[src/hdl/wcg_pkg.sv]
// Shared types, constants and latencies for the window coefficient generator.
package wcg_pkg;

  localparam int IDX_W      = 12;
  localparam int LEN_W      = 13;
  localparam int COEF_W     = 18;
  localparam int MAX_LEN    = 4096;
  localparam int PHASE_W    = 24;
  localparam int DIV_STAGES = PHASE_W + 1;

  localparam logic [COEF_W-1:0] COEF_ONE = 18'h20000;
  localparam logic [LEN_W-1:0]  LEN_MAX  = 13'(MAX_LEN);
  localparam logic [LEN_W-1:0]  LEN_RST  = 13'd1024;

  localparam int TAYLOR_TERMS = 7;
  localparam int COS_LAT      = 4 + 2 * TAYLOR_TERMS + 1;
  localparam int ITEM_LAT     = DIV_STAGES + 1 + COS_LAT + 5;

  // round(2*pi*2^30), split for two narrow partial products
  localparam logic [32:0] TWO_PI_Q30 = 33'd6746518852;
  localparam logic [16:0] TWO_PI_HI  = TWO_PI_Q30[32:16];
  localparam logic [15:0] TWO_PI_LO  = TWO_PI_Q30[15:0];
  localparam logic [31:0] Q30_ONE    = 32'h4000_0000;

  // exact floor division of a 32-bit value by (2k-1)*2k: (p*m) >> shift
  localparam int TAY_SHIFT [1:7] = '{33, 36, 37, 38, 39, 40, 40};
  localparam logic [32:0] TAY_MAGIC [1:7] = '{
    33'(((64'd1 << 33) + 64'd1)   / 64'd2),
    33'(((64'd1 << 36) + 64'd11)  / 64'd12),
    33'(((64'd1 << 37) + 64'd29)  / 64'd30),
    33'(((64'd1 << 38) + 64'd55)  / 64'd56),
    33'(((64'd1 << 39) + 64'd89)  / 64'd90),
    33'(((64'd1 << 40) + 64'd131) / 64'd132),
    33'(((64'd1 << 40) + 64'd181) / 64'd182)
  };

  // window weights scaled by 1e5
  localparam logic signed [48:0] BH_BASE = 49'sd35875 <<< 30;
  localparam logic signed [48:0] W_A1    = 49'sd48829;
  localparam logic signed [48:0] W_A2    = 49'sd14128;
  localparam logic signed [48:0] W_A3    = 49'sd1168;
  localparam logic signed [48:0] W_HANN  = 49'sd50000;
  localparam logic signed [48:0] ONE_Q30 = 49'sd1073741824;

  // divide by 1e5 * 2^13 = 3125 * 2^18, ties up
  localparam logic signed [48:0] ROUND_ADD   = 49'sd409600000;
  localparam int                 ROUND_SHIFT = 18;
  localparam logic [32:0] RECIP_3125 = 33'(((64'd1 << 44) + 64'd3124) / 64'd3125);
  localparam int                 RECIP_SHIFT = 44;

  typedef enum logic [1:0] {
    REG_LENGTH = 2'd0,
    REG_KIND   = 2'd1
  } wcg_reg_t;

  typedef struct packed {
    logic valid;
    logic beyond;
  } wcg_ctl_t;

endpackage

[src/hdl/wcg_phase_div.sv]
// Pipelined restoring divider: phase = round(n * 2^24 / d), one quotient bit per stage.
module wcg_phase_div (
  input  logic                               clk,
  input  logic                               rst_n,
  input  wcg_pkg::wcg_ctl_t                  in_ctl,
  input  logic [wcg_pkg::IDX_W-1:0]          in_n,
  input  logic [wcg_pkg::IDX_W-1:0]          divisor,
  output wcg_pkg::wcg_ctl_t                  out_ctl,
  output logic [wcg_pkg::DIV_STAGES-1:0]     out_quot
);

  localparam int W  = wcg_pkg::IDX_W;
  localparam int QW = wcg_pkg::DIV_STAGES;

  logic [W-1:0]      rem_r  [1:QW];
  logic [QW-1:0]     quot_r [1:QW];
  wcg_pkg::wcg_ctl_t ctl_r  [1:QW];

  // low numerator bits: round-half term d/2
  logic [wcg_pkg::PHASE_W-1:0] half_d;
  assign half_d = wcg_pkg::PHASE_W'(divisor >> 1);

  genvar j;
  generate
    for (j = 0; j < QW; j++) begin : g_stage
      logic [W-1:0]      rem_in;
      logic [QW-1:0]     quot_in;
      wcg_pkg::wcg_ctl_t ctl_in;
      logic              num_bit;
      logic [W:0]        cur;
      logic              ge;
      logic [W-1:0]      rem_nxt;

      if (j == 0) begin : g_first
        // upper numerator bits n >> 1 are already below d
        assign rem_in  = {1'b0, in_n[W-1:1]};
        assign quot_in = '0;
        assign ctl_in  = in_ctl;
        assign num_bit = in_n[0];
      end else begin : g_next
        assign rem_in  = rem_r[j];
        assign quot_in = quot_r[j];
        assign ctl_in  = ctl_r[j];
        assign num_bit = half_d[QW-1-j];
      end

      always_comb begin
        cur     = {rem_in, num_bit};
        ge      = (cur >= {1'b0, divisor});
        rem_nxt = ge ? W'(cur - {1'b0, divisor}) : cur[W-1:0];
      end

      always_ff @(posedge clk) begin
        rem_r[j+1]  <= rem_nxt;
        quot_r[j+1] <= {quot_in[QW-2:0], ge};
        if (!rst_n) begin
          ctl_r[j+1] <= '0;
        end else begin
          ctl_r[j+1] <= ctl_in;
        end
      end
    end
  endgenerate

  assign out_ctl  = ctl_r[QW];
  assign out_quot = quot_r[QW];

endmodule

[config.mk]
export PLATFORM = sky130hd
export DESIGN_NAME = wcg_phase_div
export DESIGN_NICKNAME = d
export VERILOG_FILES = /design/src/hdl/wcg_pkg.sv /design/src/hdl/wcg_phase_div.sv
export SDC_FILE = /design/constraint.sdc
export NUM_CORES = 1
export LEC_CHECK = 0
export BUFFER_PORTS_ARGS = -buffer_cell sky130_fd_sc_hd__buf_2
export CAP_MARGIN = 20
export CORE_AREA = 2 2 228 230
export CTS_BUF_LIST = sky130_fd_sc_hd__clkbuf_8
export DETAILED_ROUTE_END_ITERATION = 8
export DIE_AREA = 0 0 230 232
export GPL_TIMING_DRIVEN = 1
export PLACE_DENSITY = 0.78
export SLEW_MARGIN = 20
export SYNTH_ARGS = -nofsm -noshare
export SYNTH_HDL_FRONTEND = slang
export SYNTH_SLANG_ARGS = --single-unit
export TNS_END_PERCENT = 1
[constraint.sdc]
create_clock -name clk -period 2.6 [get_ports clk]
set_input_delay 0.13 -clock clk [delete_from_list [all_inputs] [get_ports clk]]
set_output_delay 0.13 -clock clk [all_outputs]
set_load 0.005 [all_outputs]
==> impl_metrics.csv <==
group,metric,value,unit
critical_path,worstSetupStartpointType,"input pin",
final_layout,final_net_count,3525,
die,core-area,50900,sq um
yosys,ys_seq_area_share,44.6,%
clocking,h-tree-depth,3,
clocking,clk_transition_reported_paths,0.06,ns
grt,grt_pass1_vias,22400,
power_and_ir_drop,power,51.2,mW
sta,finalCriticalPeriod,2.63,ns
placement,dp_hpwl,46.3,mm
placement,numPortBuffers,54,
critical_path,path_class,"input pin to flip-flop",
final_layout,fillers,3733,
power_and_ir_drop,internal_power,33.5,mW
clocking,ctsLongestPathBuffers,3,
grt,grt_pass1_wl,106,mm
job,maxCapViolCount,0,
clocking,numCtsBuffers,105,
sta,fin_skew,0.0461,ns
die,die_y,232,um
critical_path,path_delay_family,"buffers and inverters",
route,finalWirelength,64.3,mm
yosys,ys.flop_type,"dfxtp_1",
yosys,synth.ff_latch_count,663,
power_and_ir_drop,p_leak,15.5,nW
yosys,avgSynthCellArea,10.7,sq um
clocking,cts_sinks,663,
route,drt_iter0_drc,1219,
power_and_ir_drop,swShare,34.6,%
sta,rsz0062_at_grt,"true",
yosys,synthCells,2794,
route,routedWlPerCell,16.3,um
sta,hold_viol,0,
sta,report.final.slew_viol_count,0,
sta,finalSetupViolations,3,
critical_path,path_cells,"buf_2 > clkinvlp_4 > dlygate4sd3_1 > buf_12 > ha_1 > fa_1 > nor2b_1 > o31a_1 > or4_1 > a31oi_2 > nor3_1 > a311o_1 > mux2_2",
critical_path,required,3.18,ns
grt,grt_overflow,0,
sta,setup_slack,-0.0324,ns
power_and_ir_drop,seqPwrFrac,32.7,%
yosys,synth_nets,3146,
critical_path,crit_slowest_cell,"dlygate4sd3_1",
die,die_x,230,um
die,rows,83,
final_layout,ff_latch_area,13300,sq um
yosys,yosysTopAreaCell,"dfxtp_1",
critical_path,crit_path_max_incr_delay,0.59,ns
yosys,async_reset_ff_share,0,%
power_and_ir_drop,irDropWorstVdd,0.791,mV
route,ant_nets,0,
sta,slew_headroom,37.6,%
sta,max_freq,380,MHz
clocking,worstSkewPairLatency,0.73,ns
run_status,status,"finished, violations left",
route,viasPerCell,5.57,
power_and_ir_drop,p_per_area,1450,nW/um^2
grt,globalRouteTotalUtil,24.3,%
yosys,ys_types,67,
die,floorplan.initialDensity,58.5,%
run_status,violations,"negative setup slack",
power_and_ir_drop,p_switching,17.7,mW
die,ios,55,
final_layout,multi_input_area,16000,sq um
yosys,netlist_area,29800,sq um
final_layout,finalCoreUtilization,69.5,%
min_path,hold_class,"input pin to flip-flop",
final_layout,syn2layout_area_growth,18.8,%
sta,tightest_slew,0.930,ns
route,drc,0,
grt,grt_max_degree,51,
yosys,ys_warn_count,0,
critical_path,crit_arrival,3.21,ns
route,vias,21900,
power_and_ir_drop,p_clk_share,17.7,%
sta,fin_tns_setup,-0.0652,ns
grt,antenna_found_initial,1,
final_layout,drive_gt1_share,21.5,%
critical_path,critical_path_buf_inv_count,4,
yosys,synth.top_cell.area_share,44.6,%
route,firstDrtPassIters,5,
placement,gp_congestion,0.919,
clocking,cts_tree,"built",
yosys,synth_top_cells_by_area,"dfxtp_1, ha_1, mux2_2, xnor2_1, a21oi_1",
yosys,synth_edf_count,0,
critical_path,cp-end-kind,"flip-flop",
critical_path,cp_max_fo,15,
power_and_ir_drop,comb_power_share,49.6,%
die,dieArea,53400,sq um
sta,finalCritPeriodShare,101,%
placement,pre_cts_ws,-0.182,ns
clocking,clockRootBuffer,"clkbuf_8",
sequential cells by signal, summed over array words and instances, names as in the netlist:
name    flops
rem_r     288
ctl_r      50
quot_r    325
stage by stage:
step | instance area (sq um) | std cells | hold slack (ns)
6_report | 35400 | 3936 | 0.0627
2_1_floorplan | 29800 | 2794 | 0.257
4_1_cts | 35300 | 3929 | 0.0147
5_1_grt | 35400 | 3935 | 0.0733
3_5_place_dp | 32700 | 3708 | 0.312
3_3_place_gp | 32700 | 3708 | 0.310
worst register-to-register path: stages (launching register included):
cell	delay [ns]
dfxtp_1	0.31
ha_1	0.30
nor2b_1	0.16
o31a_1	0.25
or3_1	0.33
a21oi_2	0.16
o21ai_0	0.13
a41oi_2	0.28
buf_12	0.17
mux2_2	0.34
synthesized netlist by cell type, types with 21 or more instances:
cell        n
a211oi_1   21
a21o_1     52
a21oi_1   170
and2_1     66
clkbuf_1   29
dfxtp_1   663
fa_1       24
ha_1      300
inv_1      80
mux2_2    201
mux2i_1    28
nand2_1    63
nand3_1    31
nand4_1    45
nor2_1    210
nor2b_1    69
nor3_1     56
o21a_1     79
o21ai_0   129
o31a_1     38
or3_1      21
xnor2_1   133
xor2_1     51
cells in the final DEF, fill, tap and decap left out, types with 12 or more instances in the layout:
master,count
nand2b_1,20
a211o_1,16
a211oi_1,20
a21o_1,52
mux2_2,201
mux2_4,14
or3_1,21
dlygate4sd3_1,32
nor2_1,210
o21ai_0,125
buf_2,54
ha_1,300
buf_4,202
o21ai_1,12
dfxtp_1,663
xnor2_1,133
mux2i_1,28
clkinv_2,12
nor2b_1,68
o31a_1,38
buf_12,27
inv_1,101
nand4_1,45
fa_1,23
o21bai_1,19
nand3_1,31
o21a_1,79
nor3_1,56
and2_1,66
xor2_1,51
clkbuf_8,142
a21oi_1,170
nand2_1,63
per-layer routing:
layer	track usage, %	vias to the layer above	wire length, um
li1	-	10900	-
met1	29.0	10400	27900
met2	42.2	549	31100
met3	4.08	161	3070
met4	12.0	0	2350
met5	0	-	0
logic make-up after synthesis:
kind of cell	after synthesis	share of synthesized area (%)
simple gates	615	10.4
mux	243	9.25
fa+ha+maj	324	14.2
buf+inv	125	1.78
flops	663	44.6
compound gates	640	14.3
xor+xnor	184	5.41
cell type report:
class                      count  area share (%)
clock inverter                46           0.821
multi-input combinational   2006            45.3
timing repair buffer         317            7.55
antenna                        2          0.0142
inverter                      80           0.881
sequential                   663            37.5
tap                          680            2.41
clock buffer                 142            5.53
power by group through the flow:
stage | Combinational (mW) | Sequential, mW | Clock (mW)
after floorplan | 18.8 | 16.1 | 0
final | 25.4 | 16.8 | 9.04
after global routing | 28.1 | 17.1 | 9.78
after detailed placement | 24.9 | 17.0 | 0
after global placement | 23.9 | 16.9 | 0
after CTS | 25.2 | 16.8 | 9.32
repair_timing:
| item | in CTS | in global routing |
|---|---|---|
| setup buffers | 1 | 5 |
| gates resized for setup | 1 | 11 |
| cloned | 0 | 0 |
| pin swaps | 2 | 2 |
| setup endpoints to repair | 1 | 65 |
| hold buffers | 32 | 0 |
| hold endpoints to repair | 72 | 0 |
final timing paths:
kind	slack, ns	endpoint	from	cells past startpoint
setup reg to reg	0.06	rem_r[0][140]$_DFF_P_	rem_r[0][120]$_SDFF_PN0_	9
setup / recovery	-0.03	rem_r[1][106]$_DFF_P_	divisor[2]	13
hold reg to reg	0.31	quot_r[2][78]$_DFF_P_	quot_r[2][52]$_DFF_P_	0
hold / removal	0.06	rem_r[0][97]$_DFF_P_	divisor[1]	4
Note: power is estimated with default switching activity, not from simulation.
